--- src/rtl/rsn_element_extractor_unit_assert.svh ---
// Assertion macros shared by the RTL.
`ifndef RSN_ELEMENT_EXTRACTOR_UNIT_ASSERT_SVH
`define RSN_ELEMENT_EXTRACTOR_UNIT_ASSERT_SVH

// pre holds -> post holds in the same cycle
`define REE_ASSERT_IMPLY(label, clk, rst, pre, post, msg) \
   label: assert property (@(posedge clk) disable iff (rst) (pre) |-> (post)) \
      else $error(msg);

// pre holds -> post holds in the next cycle
`define REE_ASSERT_NEXT(label, clk, rst, pre, post, msg) \
   label: assert property (@(posedge clk) disable iff (rst) (pre) |=> (post)) \
      else $error(msg);

`endif

--- src/rtl/ree_pkg.sv ---
package ree_pkg;

   localparam int MAX_PAIRWISE_KEPT_DEF = 2;
   localparam int MAX_AKM_KEPT_DEF      = 2;

   localparam logic [7:0] RSN_TAG     = 8'd48;
   localparam logic [7:0] RSN_MIN_LEN = 8'd8;

   localparam logic [1:0] ST_NOTFOUND = 2'd0;
   localparam logic [1:0] ST_FOUND    = 2'd1;
   localparam logic [1:0] ST_ERROR    = 2'd2;

   // suite list length fits in 255 element bytes: at most 63 entries
   localparam int CNT_W = 6;

   typedef enum logic [3:0] {
      PH_TAG,
      PH_LEN_OTHER,
      PH_SKIP,
      PH_LEN_RSN,
      PH_VER,
      PH_GROUP,
      PH_PCNT,
      PH_PSUITE,
      PH_ACNT,
      PH_ASUITE,
      PH_CAPS,
      PH_TAIL,
      PH_DONE
   } phase_type;

   typedef struct packed {
      logic [1:0]  status;
      logic [15:0] rsn_version;
      logic [31:0] group_suite;
      logic [1:0]  pairwise_count;
      logic [31:0] pairwise_suite_0;
      logic [31:0] pairwise_suite_1;
      logic [1:0]  akm_count;
      logic [31:0] akm_suite_0;
      logic [31:0] akm_suite_1;
      logic [15:0] capabilities;
   } result_type;

endpackage

--- src/rtl/ree_parser.sv ---
`include "rsn_element_extractor_unit_assert.svh"

module ree_parser import ree_pkg::*; #(
   parameter int MAX_PAIRWISE_KEPT = MAX_PAIRWISE_KEPT_DEF,
   parameter int MAX_AKM_KEPT      = MAX_AKM_KEPT_DEF
) (
   input  logic       clock,
   input  logic       reset,
   input  logic       step,
   input  logic [7:0] data_byte,
   input  logic       last_byte,
   output result_type result
);

   phase_type        phase_ff, phase_in;
   logic [7:0]       left_ff, left_in;
   logic [7:0]       left_dec;
   logic [1:0]       idx_ff, idx_in;
   logic [CNT_W-1:0] pw_total_ff, pw_total_in;
   logic [CNT_W-1:0] ak_total_ff, ak_total_in;
   logic [CNT_W-1:0] suite_ff, suite_in;
   logic [CNT_W-1:0] suite_nxt;
   logic [31:0]      shift_ff, shift_in;
   logic [31:0]      shift16, shift32;
   logic [1:0]       outcome_ff, outcome_in;
   logic [15:0]      ver_ff, ver_in;
   logic [31:0]      group_ff, group_in;
   logic [15:0]      caps_ff, caps_in;
   logic [31:0]      pw_kept_ff [MAX_PAIRWISE_KEPT];
   logic [31:0]      pw_kept_in [MAX_PAIRWISE_KEPT];
   logic [31:0]      ak_kept_ff [MAX_AKM_KEPT];
   logic [31:0]      ak_kept_in [MAX_AKM_KEPT];
   logic [17:0]      need;
   logic             fits;
   logic [CNT_W-1:0] pc, ac;
   phase_type        phase_end;
   logic [1:0]       status;

   always_comb begin
      left_dec  = left_ff - 8'd1;
      shift16   = idx_ff[0] ? (shift_ff | {16'd0, data_byte, 8'd0})
                            : (shift_ff | {24'd0, data_byte});
      shift32   = {shift_ff[23:0], data_byte};
      suite_nxt = suite_ff + CNT_W'(1);
      need      = {shift16[15:0], 2'b00} + 18'd2;
      fits      = {10'd0, left_dec} >= need;

      phase_in    = phase_ff;
      left_in     = left_ff;
      idx_in      = idx_ff;
      pw_total_in = pw_total_ff;
      ak_total_in = ak_total_ff;
      suite_in    = suite_ff;
      shift_in    = shift_ff;
      outcome_in  = outcome_ff;
      ver_in      = ver_ff;
      group_in    = group_ff;
      caps_in     = caps_ff;
      pw_kept_in  = pw_kept_ff;
      ak_kept_in  = ak_kept_ff;

      if (phase_ff >= PH_VER && phase_ff <= PH_TAIL) begin
         left_in = left_dec;
      end

      case (phase_ff)
         PH_TAG: begin
            phase_in = (data_byte == RSN_TAG) ? PH_LEN_RSN : PH_LEN_OTHER;
         end
         PH_LEN_OTHER: begin
            left_in  = data_byte;
            phase_in = (data_byte == 8'd0) ? PH_TAG : PH_SKIP;
         end
         PH_SKIP: begin
            left_in = left_dec;
            if (left_dec == 8'd0) begin
               phase_in = PH_TAG;
            end
         end
         PH_LEN_RSN: begin
            left_in = data_byte;
            if (data_byte < RSN_MIN_LEN) begin
               phase_in   = PH_DONE;
               outcome_in = ST_ERROR;
            end else begin
               phase_in = PH_VER;
               idx_in   = 2'd0;
               shift_in = 32'd0;
            end
         end
         PH_VER, PH_PCNT, PH_ACNT, PH_CAPS: begin
            shift_in = shift16;
            idx_in   = idx_ff + 2'd1;
            if (idx_ff[0]) begin
               idx_in   = 2'd0;
               shift_in = 32'd0;
               case (phase_ff)
                  PH_VER: begin
                     ver_in   = shift16[15:0];
                     phase_in = PH_GROUP;
                  end
                  PH_PCNT: begin
                     pw_total_in = shift16[CNT_W-1:0];
                     suite_in    = '0;
                     if (!fits) begin
                        phase_in   = PH_DONE;
                        outcome_in = ST_ERROR;
                     end else begin
                        phase_in = (shift16[15:0] == 16'd0) ? PH_ACNT : PH_PSUITE;
                     end
                  end
                  PH_ACNT: begin
                     ak_total_in = shift16[CNT_W-1:0];
                     suite_in    = '0;
                     if (!fits) begin
                        phase_in   = PH_DONE;
                        outcome_in = ST_ERROR;
                     end else begin
                        phase_in = (shift16[15:0] == 16'd0) ? PH_CAPS : PH_ASUITE;
                     end
                  end
                  default: begin
                     caps_in = shift16[15:0];
                     if (left_dec == 8'd0) begin
                        phase_in   = PH_DONE;
                        outcome_in = ST_FOUND;
                     end else begin
                        phase_in = PH_TAIL;
                     end
                  end
               endcase
            end
         end
         PH_GROUP, PH_PSUITE, PH_ASUITE: begin
            shift_in = shift32;
            idx_in   = idx_ff + 2'd1;
            if (idx_ff == 2'd3) begin
               idx_in   = 2'd0;
               shift_in = 32'd0;
               case (phase_ff)
                  PH_GROUP: begin
                     group_in = shift32;
                     phase_in = PH_PCNT;
                  end
                  PH_PSUITE: begin
                     for (int j = 0; j < MAX_PAIRWISE_KEPT; j++) begin
                        if (suite_ff == CNT_W'(j)) begin
                           pw_kept_in[j] = shift32;
                        end
                     end
                     suite_in = suite_nxt;
                     phase_in = (suite_nxt == pw_total_ff) ? PH_ACNT : PH_PSUITE;
                  end
                  default: begin
                     for (int j = 0; j < MAX_AKM_KEPT; j++) begin
                        if (suite_ff == CNT_W'(j)) begin
                           ak_kept_in[j] = shift32;
                        end
                     end
                     suite_in = suite_nxt;
                     phase_in = (suite_nxt == ak_total_ff) ? PH_CAPS : PH_ASUITE;
                  end
               endcase
            end
         end
         PH_TAIL: begin
            if (left_dec == 8'd0) begin
               phase_in   = PH_DONE;
               outcome_in = ST_FOUND;
            end
         end
         default: begin
         end
      endcase

      // status of the buffer as it stands after this byte
      phase_end = phase_in;
      if (phase_end == PH_DONE) begin
         status = outcome_in;
      end else if (phase_end >= PH_VER && phase_end <= PH_TAIL) begin
         status = ST_ERROR;
      end else begin
         status = ST_NOTFOUND;
      end

      pc = (pw_total_in > CNT_W'(MAX_PAIRWISE_KEPT)) ? CNT_W'(MAX_PAIRWISE_KEPT)
                                                     : pw_total_in;
      ac = (ak_total_in > CNT_W'(MAX_AKM_KEPT)) ? CNT_W'(MAX_AKM_KEPT) : ak_total_in;

      result        = '0;
      result.status = status;
      if (status == ST_FOUND) begin
         result.rsn_version    = ver_in;
         result.group_suite    = group_in;
         result.pairwise_count = pc[1:0];
         result.akm_count      = ac[1:0];
         result.capabilities   = caps_in;
         for (int j = 0; j < MAX_PAIRWISE_KEPT; j++) begin
            if (j == 0 && pc > CNT_W'(0)) result.pairwise_suite_0 = pw_kept_in[j];
            if (j == 1 && pc > CNT_W'(1)) result.pairwise_suite_1 = pw_kept_in[j];
         end
         for (int j = 0; j < MAX_AKM_KEPT; j++) begin
            if (j == 0 && ac > CNT_W'(0)) result.akm_suite_0 = ak_kept_in[j];
            if (j == 1 && ac > CNT_W'(1)) result.akm_suite_1 = ak_kept_in[j];
         end
      end

      // buffer end: back to the start of a new buffer
      if (last_byte) begin
         phase_in    = PH_TAG;
         left_in     = 8'd0;
         idx_in      = 2'd0;
         pw_total_in = '0;
         ak_total_in = '0;
         suite_in    = '0;
         shift_in    = 32'd0;
         outcome_in  = ST_NOTFOUND;
      end
   end

   always_ff @(posedge clock) begin
      if (reset) begin
         phase_ff    <= PH_TAG;
         left_ff     <= 8'd0;
         idx_ff      <= 2'd0;
         pw_total_ff <= '0;
         ak_total_ff <= '0;
         suite_ff    <= '0;
         shift_ff    <= 32'd0;
         outcome_ff  <= ST_NOTFOUND;
      end else if (step) begin
         phase_ff    <= phase_in;
         left_ff     <= left_in;
         idx_ff      <= idx_in;
         pw_total_ff <= pw_total_in;
         ak_total_ff <= ak_total_in;
         suite_ff    <= suite_in;
         shift_ff    <= shift_in;
         outcome_ff  <= outcome_in;
      end
   end

   always_ff @(posedge clock) begin
      if (step) begin
         ver_ff     <= ver_in;
         group_ff   <= group_in;
         caps_ff    <= caps_in;
         pw_kept_ff <= pw_kept_in;
         ak_kept_ff <= ak_kept_in;
      end
   end

   `REE_ASSERT_IMPLY(a_skip_left, clock, reset, phase_ff == PH_SKIP, left_ff != 8'd0,
                     "skip phase with no bytes left")
   `REE_ASSERT_IMPLY(a_psuite_idx, clock, reset, phase_ff == PH_PSUITE,
                     suite_ff < pw_total_ff, "pairwise suite index past count")
   `REE_ASSERT_IMPLY(a_done_outcome, clock, reset, phase_ff == PH_DONE,
                     outcome_ff == ST_FOUND || outcome_ff == ST_ERROR,
                     "settled without an outcome")

endmodule

--- src/rtl/ree_out_reg.sv ---
module ree_out_reg import ree_pkg::*; (
   input  logic       clock,
   input  logic       reset,
   input  logic       load,
   input  result_type result,
   input  logic       rsp_stall,
   output logic       rsp_valid,
   output result_type rsp_result
);

   logic       valid_ff, valid_in;
   result_type result_ff;

   always_comb begin
      valid_in = valid_ff;
      if (load) begin
         valid_in = 1'b1;
      end else if (!rsp_stall) begin
         valid_in = 1'b0;
      end
   end

   always_ff @(posedge clock) begin
      if (reset) begin
         valid_ff <= 1'b0;
      end else begin
         valid_ff <= valid_in;
      end
   end

   always_ff @(posedge clock) begin
      if (load) begin
         result_ff <= result;
      end
   end

   assign rsp_valid  = valid_ff;
   assign rsp_result = result_ff;

endmodule

--- src/rtl/rsn_element_extractor_unit.sv ---
// RSN element extractor.
// req channel: one byte of an information element buffer per transfer,
//   req_last_byte marks the final byte of the buffer.
// rsp channel: exactly one result transfer per buffer, after its last byte:
//   status (not found / found / error) and the parsed RSN fields, which are
//   zero unless the status is found.
// Throughput: one byte per cycle, sustained; only a last byte that meets a
//   stalled rsp side holding a result is held up, and later bytes wait behind it.
// Result path: the last byte is first captured in the input register; the result
//   register loads when the parser consumes that byte, which waits while rsp is stalled.
// Stall: while rsp_stall holds a pending result, the input register keeps
//   taking bytes and parsing goes on until it holds the next last byte;
//   req_stall rises only then.
// Reset: synchronous, active high; clears the parser to expect an element
//   tag and empties the input and result registers.
`include "rsn_element_extractor_unit_assert.svh"

module rsn_element_extractor_unit import ree_pkg::*; #(
   parameter int MAX_PAIRWISE_KEPT = MAX_PAIRWISE_KEPT_DEF,
   parameter int MAX_AKM_KEPT      = MAX_AKM_KEPT_DEF
) (
   input  logic        clock,
   input  logic        reset,
   input  logic        req_valid,
   output logic        req_stall,
   input  logic [7:0]  req_data_byte,
   input  logic        req_last_byte,
   output logic        rsp_valid,
   input  logic        rsp_stall,
   output logic [1:0]  rsp_status,
   output logic [15:0] rsp_rsn_version,
   output logic [31:0] rsp_group_suite,
   output logic [1:0]  rsp_pairwise_count,
   output logic [31:0] rsp_pairwise_suite_0,
   output logic [31:0] rsp_pairwise_suite_1,
   output logic [1:0]  rsp_akm_count,
   output logic [31:0] rsp_akm_suite_0,
   output logic [31:0] rsp_akm_suite_1,
   output logic [15:0] rsp_capabilities
);

   // input register
   logic       in_vld_ff, in_vld_in;
   logic [7:0] in_data_ff;
   logic       in_last_ff;

   logic       out_busy;   // result held by a stalled receiver
   logic       step;       // parser consumes the held byte
   logic       take;       // req transfer this cycle
   logic       out_load;
   result_type result;
   result_type rsp_result;

   assign out_busy  = rsp_valid && rsp_stall;
   // a last byte needs the result register free; other bytes always go
   assign step      = in_vld_ff && !(in_last_ff && out_busy);
   assign req_stall = in_vld_ff && !step;
   assign take      = req_valid && !req_stall;
   assign out_load  = step && in_last_ff;

   always_comb begin
      in_vld_in = in_vld_ff;
      if (take) begin
         in_vld_in = 1'b1;
      end else if (step) begin
         in_vld_in = 1'b0;
      end
   end

   always_ff @(posedge clock) begin
      if (reset) begin
         in_vld_ff <= 1'b0;
      end else begin
         in_vld_ff <= in_vld_in;
      end
   end

   always_ff @(posedge clock) begin
      if (take) begin
         in_data_ff <= req_data_byte;
         in_last_ff <= req_last_byte;
      end
   end

   ree_parser #(
      .MAX_PAIRWISE_KEPT (MAX_PAIRWISE_KEPT),
      .MAX_AKM_KEPT      (MAX_AKM_KEPT)
   ) u_parser (
      .clock     (clock),
      .reset     (reset),
      .step      (step),
      .data_byte (in_data_ff),
      .last_byte (in_last_ff),
      .result    (result)
   );

   ree_out_reg u_out_reg (
      .clock      (clock),
      .reset      (reset),
      .load       (out_load),
      .result     (result),
      .rsp_stall  (rsp_stall),
      .rsp_valid  (rsp_valid),
      .rsp_result (rsp_result)
   );

   assign rsp_status           = rsp_result.status;
   assign rsp_rsn_version      = rsp_result.rsn_version;
   assign rsp_group_suite      = rsp_result.group_suite;
   assign rsp_pairwise_count   = rsp_result.pairwise_count;
   assign rsp_pairwise_suite_0 = rsp_result.pairwise_suite_0;
   assign rsp_pairwise_suite_1 = rsp_result.pairwise_suite_1;
   assign rsp_akm_count        = rsp_result.akm_count;
   assign rsp_akm_suite_0      = rsp_result.akm_suite_0;
   assign rsp_akm_suite_1      = rsp_result.akm_suite_1;
   assign rsp_capabilities     = rsp_result.capabilities;

   `REE_ASSERT_IMPLY(a_stall_needs_byte, clock, reset, req_stall, in_vld_ff,
                     "req stalled with an empty input register")
   `REE_ASSERT_IMPLY(a_no_overwrite, clock, reset, out_load, !out_busy,
                     "result register loaded while the receiver holds it")
   `REE_ASSERT_IMPLY(a_status_code, clock, reset, rsp_valid,
                     rsp_status == ST_NOTFOUND || rsp_status == ST_FOUND ||
                     rsp_status == ST_ERROR, "result with an undefined status")
   `REE_ASSERT_NEXT(a_load_shows, clock, reset, out_load, rsp_valid,
                    "loaded result not presented")

endmodule
--- config.mk ---
export PLATFORM = sky130hd
export DESIGN_NAME = rsn_element_extractor_unit
export DESIGN_NICKNAME = d
export VERILOG_FILES = /design/src/rtl/ree_pkg.sv /design/src/rtl/ree_parser.sv /design/src/rtl/ree_out_reg.sv /design/src/rtl/rsn_element_extractor_unit.sv
export VERILOG_INCLUDE_DIRS = /design/src /design/src/rtl
export SDC_FILE = /design/constraint.sdc
export NUM_CORES = 1
export LEC_CHECK = 0
export BUFFER_PORTS_ARGS = -buffer_cell sky130_fd_sc_hd__clkbuf_2
export CORE_MARGIN = 3
export CORE_UTILIZATION = 63
export DETAILED_ROUTE_END_ITERATION = 12
export GPL_TIMING_DRIVEN = 1
export MAX_ROUTING_LAYER = met4
export PLACE_DENSITY = 0.91
export SLEW_MARGIN = 0
export SYNTH_ARGS = -nofsm -noshare
export SYNTH_HDL_FRONTEND = slang
export SYNTH_HIERARCHICAL = 1
export SYNTH_SLANG_ARGS = --single-unit
export TNS_END_PERCENT = 1
--- constraint.sdc ---
create_clock -name clock -period 36.9 [get_ports clock]
set_clock_uncertainty 0.1 [all_clocks]
set_input_delay 7.38 -clock clock [delete_from_list [all_inputs] [get_ports clock]]
set_output_delay 7.38 -clock clock [all_outputs]
set_load 0.05 [all_outputs]
### Word level (Yosys, flattened, before mapping)

Index checks and enable logic that the tools add are counted.

| word-level totals | value |
|---|---|
| logic and storage cells | 184 |
| bits in registers | 467 |
| bits in latches | 0 |
| memories kept | 0 |
| output and inout port bits | 200 |
| bits in read-only memories | 0 |
| memory bits (writable) | 0 |

| operators by class | value |
|---|---|
| equal/unequal tests | 24 |
| divide/modulo/power cells | 0 |
| multiplexer cells | 80 |
| add/sub/neg operators | 4 |
| shifts and indexed selects | 0 |
| bitwise operators | 2 |
| reductions and logical operators | 33 |
| multipliers | 0 |
| $lt $le $gt $ge | 12 |

Operators with widths:

| cell | number |
|---|---|
| $mux W32 | 12 |
| $mux W64 | 6 |
| $mux W16 | 6 |
| $pmux W32 S3 | 1 |
| $mux W6 | 15 |
| $mux W4 | 10 |
| $or A32 B16 Y32 | 1 |
| $or A32 B8 Y32 | 1 |
| $mux W2 | 15 |
| $pmux W4 S7 | 1 |
| $gt A6 B1 Y1 const B | 4 |
| $eq A4 B4 Y1 const B | 5 |
| $add A18 B2 Y18 const B | 1 |
| $ge A8 B18 Y1 | 1 |
| $eq A4 B3 Y1 const B | 4 |
| $logic_not A16 Y1 | 1 |
| $logic_not A8 Y1 | 2 |
| $mux W8 | 2 |
| $pmux W8 S2 | 1 |
| $eq A6 B6 Y1 | 2 |
| $gt A6 B2 Y1 const B | 2 |
| $pmux W2 S3 | 2 |
| $pmux W4 S3 | 1 |
| $pmux W6 S2 | 1 |
| other kinds (32) | 58 |

### Depth between registers and ports, before layout

Gate-level depths: netlist of run 1.

| depth | value |
|---|---|
| depth in word-level cells | 14 |
| mapped depth | 18 |

### Modules after synthesis

Netlist of run 1, hierarchy kept.

Modules (own cells, without submodules):

| module | cells an instance | instances | area each (µm²) | sequential area each (µm²) |
|---|---|---|---|---|
| ree_parser | 1337 | 1 | 13734.4 | 6926.6 |
| ree_out_reg | 201 | 1 | 5974.5 | 5965.7 |
| rsn_element_extractor_unit | 19 | 1 | 334.1 | 290.3 |

### Least setup slack after synthesis of run 1

OpenSTA, ideal clock, no wires.

| timing path | value |
|---|---|
| path kind | input to register |
| from | in rsp_stall |
| to | reg u_parser.shift_ff[13] |
| required time | 36.735 ns |
| arrival | 22.255 ns |
| buffers on the path | 1 |
| setup slack | 14.480 ns |
| library setup time | 0.065 ns |
| cell stages on the path | 7 |
| cell sequence | a31oi_1 > o21ai_0 > nor3_1 > and2_0 > clkbuf_1 > a22oi_1 > nor2_1 |

| between the ends | value |
|---|---|
| longest elaborated chain between the ends | 5 |

RTL lines:

| element | RTL line | RTL |
|---|---|---|
| start: declaration | rsn_element_extractor_unit.sv:29 | `input logic rsp_stall,` |
| $logic_and A1 B1 Y1 | rsn_element_extractor_unit.sv:54 | `assign out_busy = rsp_valid && rsp_stall;` |
| $logic_and A1 B1 Y1 | rsn_element_extractor_unit.sv:56 | `assign step = in_vld_ff && !(in_last_ff && out_busy);` |
| $logic_not A1 Y1 | rsn_element_extractor_unit.sv:56 |  |
| $logic_and A1 B1 Y1 | rsn_element_extractor_unit.sv:56 |  |
| $reduce_and A3 Y1 (no source line) | n/a |  |
| end signal: assignment | ree_parser.sv:238 | `shift_ff <= shift_in;` |
| end: declaration | ree_parser.sv:23 | `logic [31:0] shift_ff, shift_in;` |

No other way between the ends.
A chain may end at the register's enable or synchronous reset.

### Worst setup path in the final report of run 1

| timing path | value |
|---|---|
| from | in rsp_stall |
| to | out req_stall |

| between the ends | value |
|---|---|
| longest elaborated chain between the ends | 6 |

RTL lines:

| element | RTL line | RTL |
|---|---|---|
| $logic_and A1 B1 Y1 | rsn_element_extractor_unit.sv:54 |  |
| $logic_and A1 B1 Y1 | rsn_element_extractor_unit.sv:56 |  |
| $logic_not A1 Y1 | rsn_element_extractor_unit.sv:56 |  |
| $logic_and A1 B1 Y1 | rsn_element_extractor_unit.sv:56 |  |
| $logic_not A1 Y1 | rsn_element_extractor_unit.sv:57 | `assign req_stall = in_vld_ff && !step;` |
| $logic_and A1 B1 Y1 | rsn_element_extractor_unit.sv:57 |  |
| end: declaration | rsn_element_extractor_unit.sv:25 | `output logic req_stall,` |

No other way between the ends.

==> results.py, run 1 <==
metrics = {
    "clock_tree": {
        "clk_latency_ns": 0.55,
        "htree_levels": 2,
        "cts_tree": "built",
        "tritoncts.num_buffers": 45,
        "ctsHoldBuffers": 0,
        "cts_max_path_buffers": 3,
        "cts_root_buf": "clkbuf_16",
        "clock_sinks": 459,
        "cts_resized": 0,
        "cts_setup_buffers": 0,
        "clkTransAtPathRegs_ns": 0.06,
    },
    "die": {
        "die_w_microns": 184,
        "pin_count": 213,
        "die_area_sq_um": 34000,
        "rows": 64,
        "die_h_microns": 184,
        "core_sq_um": 31000,
        "initial_core_util_pct": 64.7,
    },
    "timing": {
        "hold_viol": 0,
        "slew_viol_final": 0,
        "setup_ws_ns": 21.35,
        "finalSetupViolations": 0,
        "max_freq_mhz": 64.3,
        "fin_crit_ns": 15.55,
        "tightest_slew_ns": 1.31,
        "tns_ns": 0,
        "period_share_pct": 42.2,
        "rsz0062_at_grt": "false",
        "relSlewSlack_pct": 12.4,
    },
    "layout": {
        "nNetsFinal": 1751,
        "post-route-cell-area_sq_um": 22800,
        "area_delta_synth_final_pct": 13.6,
        "final_cells": 2153,
        "layout_commonest_cell": "edfxtp_1",
        "drive_above_1_share_pct": 27.6,
        "fillers": 1909,
        "antenna-diode-count": 0,
        "final_cell_mix": "399 x edfxtp_1, 212 x clkbuf_2, 198 x nor2_1",
    },
    "power": {
        "p_per_area_nw_per_um2": 49.0,
        "p_leak_nw": 7.55,
        "power_mw": 1.12,
        "ir_drop_mv": 0.0440,
    },
    "setup_path": {
        "crit_path_max_fanout": 4,
        "crit_top_cell": "clkbuf_2",
        "cp.arrival_ns": 8.07,
        "slowest_delay_ns": 0.27,
        "setup.worst_path.end_class": "output port",
        "critical_path.startpoint_type": "input pin",
        "crit_type": "input pin to output port",
        "crit_chain": "clkbuf_2 > nand4_1 > inv_1 > clkbuf_2",
        "crit_slowest_cell": "clkbuf_2",
        "crit_family": "buffers and inverters",
        "required_ns": 29.42,
        "critPathBufInv": 3,
    },
    "placement": {
        "hpwl_microns": 31800,
        "place_inst": 2069,
        "dpl_cell_area_sq_um": 21300,
        "dp_slack_ns": 21.35,
        "gp_congestion": 0.980,
        "io_buffers": 212,
    },
    "detailed_routing": {
        "wire_per_inst_microns": 23.6,
        "finalWirelength_microns": 50800,
        "vias": 13600,
        "dr.pass1.iters": 5,
        "drt_drc_violations_left": 0,
        "detail-route-antenna-nets": 0,
        "initialDrtViolationCount": 1647,
        "viasPerCell": 6.33,
    },
    "yosys": {
        "synth_top_cell_area_share_pct": 59.8,
        "synth-compound-area-share_pct": 6.84,
        "ys_ff_latch": 459,
        "yosysWarnings": 6,
        "synth-seq-area-share_pct": 65.8,
        "synth_top_family_by_area": "simple AND/OR/NAND/NOR gates",
        "syn_nets": 1588,
        "syn_inst": 1557,
        "avgSynthCellArea_sq_um": 12.9,
        "netlist_top_cells_area": "edfxtp_1 60%, mux2_2 8.9%, dfxtp_1 6.0%",
        "synthSimpleGateAreaFrac_pct": 13.4,
        "synth_cell_types": 68,
        "muxShareOfSynthArea_pct": 8.98,
        "synth_edf_count": 399,
        "synth_ff_type": "edfxtp_1",
        "synth_adder_area_share_pct": 1.12,
        "synth_area_sq_um": 20000,
        "synth.largest_area_cell": "edfxtp_1",
        "async_flop_share_pct": 0,
        "synth_xor_area_share_pct": 0.968,
    },
    "global_route": {
        "grt_usage_pct": 30.3,
        "grt_pass1_vias": 13500,
        "grt_pass1_wl_microns": 77000,
        "overflow": 0,
        "antenna_found_initial": 2,
        "grt_max_degree": 84,
    },
    "flow_run": {
        "maxCapViolations": 0,
    },
    "run_status": {
        "outcome": "completed",
    },
    "hold_path": {
        "min_path_type": "flop to flop",
    },
}
synthesized netlist by cell type, types with 16 or more instances:
library cell    n
nor3b_2        17
nor2_1        198
ha_1           18
o21ai_0        41
inv_1          24
nor2b_1        69
a22oi_1        35
dfxtp_1        60
nand3_1        20
mux2_2        159
edfxtp_1      399
nand2_1       163
clkbuf_1       96
nor3b_1        16
a21oi_1        69
through the flow:
stage / util [%] / hold WS, ns
after floorplan: - / 0.354
after detailed placement: 68.8 / 0.382
after global routing: 73.5 / 0.418
after global placement: 68.8 / 0.368
final: 73.5 / 0.387
after CTS: 73.5 / 0.387
layer usage:
layer  GRT usage [%]  wire length [microns]  part of all wire, %  up-vias
li1                -                      -                    -     5974
met1            40.7                  19500                   38     6629
met2            47.0                  24300                   48      869
met3            4.52                   5140                   10      149
met4            12.1                   1910                  3.8        0
met5               -                      0                    0        -
path summary, 6_finish.rpt:
kind,startpoint,to,slack [ns],depth (start not counted)
hold reg to reg,u_parser/left_ff[7]$_SDFFE_PP0P_,u_parser/left_ff[7]$_SDFFE_PP0P_,0.39,2
hold / removal,u_parser/left_ff[7]$_SDFFE_PP0P_,u_parser/left_ff[7]$_SDFFE_PP0P_,0.39,2
setup reg to reg,u_parser/idx_ff[0]$_SDFFE_PP0P_,u_out_reg/rsp_result[10]$_DFFE_PP_,30.94,14
setup / recovery,rsp_stall,req_stall,21.35,4
layout make-up:
cell class | instances | area [sq um] | area share, %
sequential | 459 | 13200 | 57.9
tap | 396 | 495 | 2.18
clock inverter | 30 | 277 | 1.21
multi-input combinational | 960 | 6350 | 27.9
timing repair buffer | 229 | 1190 | 5.22
inverter | 25 | 93.8 | 0.412
clock buffer | 54 | 1180 | 5.19
power breakdown:
part / switching [mW] / internal (mW) / leakage [nW]
combinational: 0.0558 / 0.0158 / 2.90
sequential: 0.00930 / 0.581 / 3.93
clock: 0.195 / 0.258 / 0.718
logic make-up (layout without fill, tap and decap cells):
kind of cell    Yosys count  after routing
mux                     160            160
buf+inv                 138            338
xor+xnor                 19             19
simple gates            551            551
fa+ha+maj                18             18
compound gates          212            212
flops                   459            459
tightest hold or removal path: cells and delay by family (launching register included):
family	cells	cell delay, ns
simple gates	1	0.06
flops	1	0.33
compound gates	1	0.05
flip-flops by register name, indices dropped and copies added, names as in the netlist, 8 cells and up:
name                  flops
u_parser/pw_kept_ff      64
in_data_ff                8
u_parser/caps_ff         16
u_parser/ver_ff          16
u_parser/group_ff        32
u_parser/shift_ff        24
u_out_reg/rsp_result    198
u_parser/left_ff          8
u_parser/ak_kept_ff      64
Power figures use the tool's default switching activity.
==> inputs of run 2 (changes only) <==
ABC_AREA = 1   (was default)
CORE_UTILIZATION = 59   (was 63)
PLACE_DENSITY = 0.86   (was 0.91)
clock period = 16.2 ns   (was 36.9 ns; I/O delays follow)
==> results.py, run 2 <==
metrics = {
    "clock_tree": {
        "cts_setup_buffers": 0,
        "clock_sinks": 459,
        "htree_levels": 2,
        "clkTransAtPathRegs_ns": 0.06,
        "cts_resized": 0,
        "clk_latency_ns": 0.56,
        "cts_max_path_buffers": 3,
        "ctsHoldBuffers": 0,
        "cts_root_buf": "clkbuf_16",
        "cts_tree": "built",
        "tritoncts.num_buffers": 46,
    },
    "layout": {
        "fillers": 2423,
        "area_delta_synth_final_pct": 14.0,
        "fin_util_pct": 69.1,
        "drive_above_1_share_pct": 14.6,
        "layout_commonest_cell": "inv_1",
        "final_cell_mix": "452 x inv_1, 399 x edfxtp_1, 384 x nand2_1",
        "nNetsFinal": 2338,
        "largest_reg_flops": 198,
    },
    "detailed_routing": {
        "finalWirelength_microns": 53600,
        "dr.pass1.iters": 6,
        "vias": 15600,
        "drt_drc_violations_left": 0,
        "viasPerCell": 5.58,
        "initialDrtViolationCount": 1956,
        "wire_per_inst_microns": 19.2,
        "detail-route-antenna-nets": 0,
    },
    "hold_path": {
        "hp-start": "u_parser/left_ff[7]$_SDFFE_PP0P_",
        "min_path_type": "flop to flop",
        "holdPathEnd": "u_parser/left_ff[7]$_SDFFE_PP0P_",
        "whs_path_depth": 2,
    },
    "timing": {
        "tightest_slew_ns": 1.13,
        "finalSetupViolations": 0,
        "fin_crit_ns": 7.20,
        "slew_viol_final": 0,
        "max_freq_mhz": 139,
        "relSlewSlack_pct": 24.6,
        "tns_ns": 0,
        "rsz0062_at_grt": "false",
        "hold_viol": 0,
        "period_share_pct": 44.4,
    },
    "yosys": {
        "synth_most_common_cell": "inv_1",
        "netlist_top_cells_area": "edfxtp_1 58%, inv_1 8.3%, nand2_1 7.1%",
        "synth_cell_types": 42,
        "syn_nets": 2145,
        "ys_ff_latch": 459,
        "synth_ff_type": "edfxtp_1",
        "syn_inst": 2114,
        "avgSynthCellArea_sq_um": 9.70,
        "synthTopCellsByCount": "454 x inv_1, 399 x edfxtp_1, 386 x nand2_1",
        "synth_edf_count": 399,
        "synth-seq-area-share_pct": 64.3,
        "synth.largest_area_cell": "edfxtp_1",
        "synth_top_cell_area_share_pct": 58.4,
        "async_flop_share_pct": 0,
        "yosysWarnings": 6,
        "synth_area_sq_um": 20500,
    },
    "global_route": {
        "use_met2_pct": 48.0,
        "overflow": 0,
        "antenna_found_initial": 0,
        "top_usage_layer": "met2",
        "grt_max_degree": 122,
        "use_met1_pct": 37.4,
        "grt_usage_pct": 29.5,
        "grt_pass1_vias": 15100,
        "globalRouteMet3Util_pct": 5.12,
        "grt_pass1_wl_microns": 81700,
    },
    "placement": {
        "io_buffers": 212,
        "gp_congestion": 0.971,
        "hpwl_microns": 34600,
    },
    "setup_path": {
        "worst-r2r-setup-slack_ns": 11.05,
        "r2r-end": "u_out_reg/rsp_result[105]$_DFFE_PP_",
        "worstRegToRegCells": 22,
        "crit_type": "input pin to output port",
        "required_ns": 12.86,
        "critical_path.startpoint_type": "input pin",
        "setup.worst_path.end_class": "output port",
        "crit_path_max_fanout": 3,
        "reg2reg_from": "u_parser/idx_ff[0]$_SDFFE_PP0P_",
        "cp.arrival_ns": 3.86,
    },
    "power": {
        "p_per_area_nw_per_um2": 105,
        "ir_drop_mv": 0.0717,
        "p_leak_nw": 10.3,
    },
    "die": {
        "die_h_microns": 192,
        "initial_core_util_pct": 60.6,
        "pin_count": 213,
        "rows": 67,
        "core_sq_um": 33900,
        "die_area_sq_um": 37000,
        "die_w_microns": 192,
    },
    "flow_run": {
        "maxCapViolations": 0,
    },
    "run_status": {
        "outcome": "completed",
    },
}
==> run 2: changes by cell type after synthesis, sizes merged, moves of 23 or more <==
cell	before	now
mux2	159	0
inv	24	462
o21ai	43	195
nor2b	69	0
nor3b	33	0
nand2	163	389
nor2	198	283
clkbuf	96	51
a22oi	35	8
nand3	20	56
o21a	2	25
==> run 2: kinds of logic after synthesis <==
family	count (synthesis)	share of synthesized area, %
AND/OR/NAND/NOR	766	15.4
adder cells (fa/ha/maj)	18	1.10
flip-flops	459	64.3
AO/OA/AOI/OAI	328	9.05
buffers and inverters	540	10.1
XOR/XNOR	3	0.128
==> run 2: worst max-delay path by stage <==
stage / from / slack [ns] / to
floorplan: rsp_stall / 4.25 / u_out_reg/rsp_valid$_SDFFE_PP0P_
global placement: rsp_stall / 9.02 / req_stall
detailed placement: rsp_stall / 9.00 / req_stall
CTS: rsp_stall / 9.00 / req_stall
global route: rsp_stall / 8.97 / req_stall
finish: rsp_stall / 9.00 / req_stall
==> run 2: per-layer routing <==
layer	vias to the layer above	share of wire, %
li1	7198	-
met1	7323	38
met2	904	49
met3	157	9.1
met4	0	3.8
met5	-	0
==> run 2: per-stage QoR <==
stage | setup WS, ns | std cells | hold WS (ns) | instance area, sq um | power, mW
after floorplan | 4.25 | 2114 | 0.355 | 20500 | 1.41
final | 9.00 | 2794 | 0.390 | 23400 | 2.45
after global placement | 9.02 | 2707 | 0.368 | 21900 | 1.43
after CTS | 9.00 | 2793 | 0.384 | 23400 | 2.46
after global routing | 8.97 | 2793 | 0.410 | 23400 | 2.52
after detailed placement | 9.00 | 2707 | 0.375 | 21900 | 1.44
==> run 2: layout make-up <==
type	count	area (sq um)	area share, %
sequential	459	13200	56.4
multi-input combinational	1115	5280	22.6
inverter	463	1750	7.49
clock buffer	51	1170	5.00
timing repair buffer	222	1140	4.86
tap	448	561	2.40
clock inverter	35	304	1.30
antenna	1	2.50	0.0107
==> run 2: worst max-delay path, stage by stage <==
cell and delay [ns]:
clkbuf_2 0.10, nand4_1 0.11, inv_1 0.11, clkbuf_2 0.28
==> run 2: power breakdown <==
part	internal, mW	switching (mW)
sequential	1.29	0.0120
combinational	0.0219	0.0878
clock	0.589	0.451
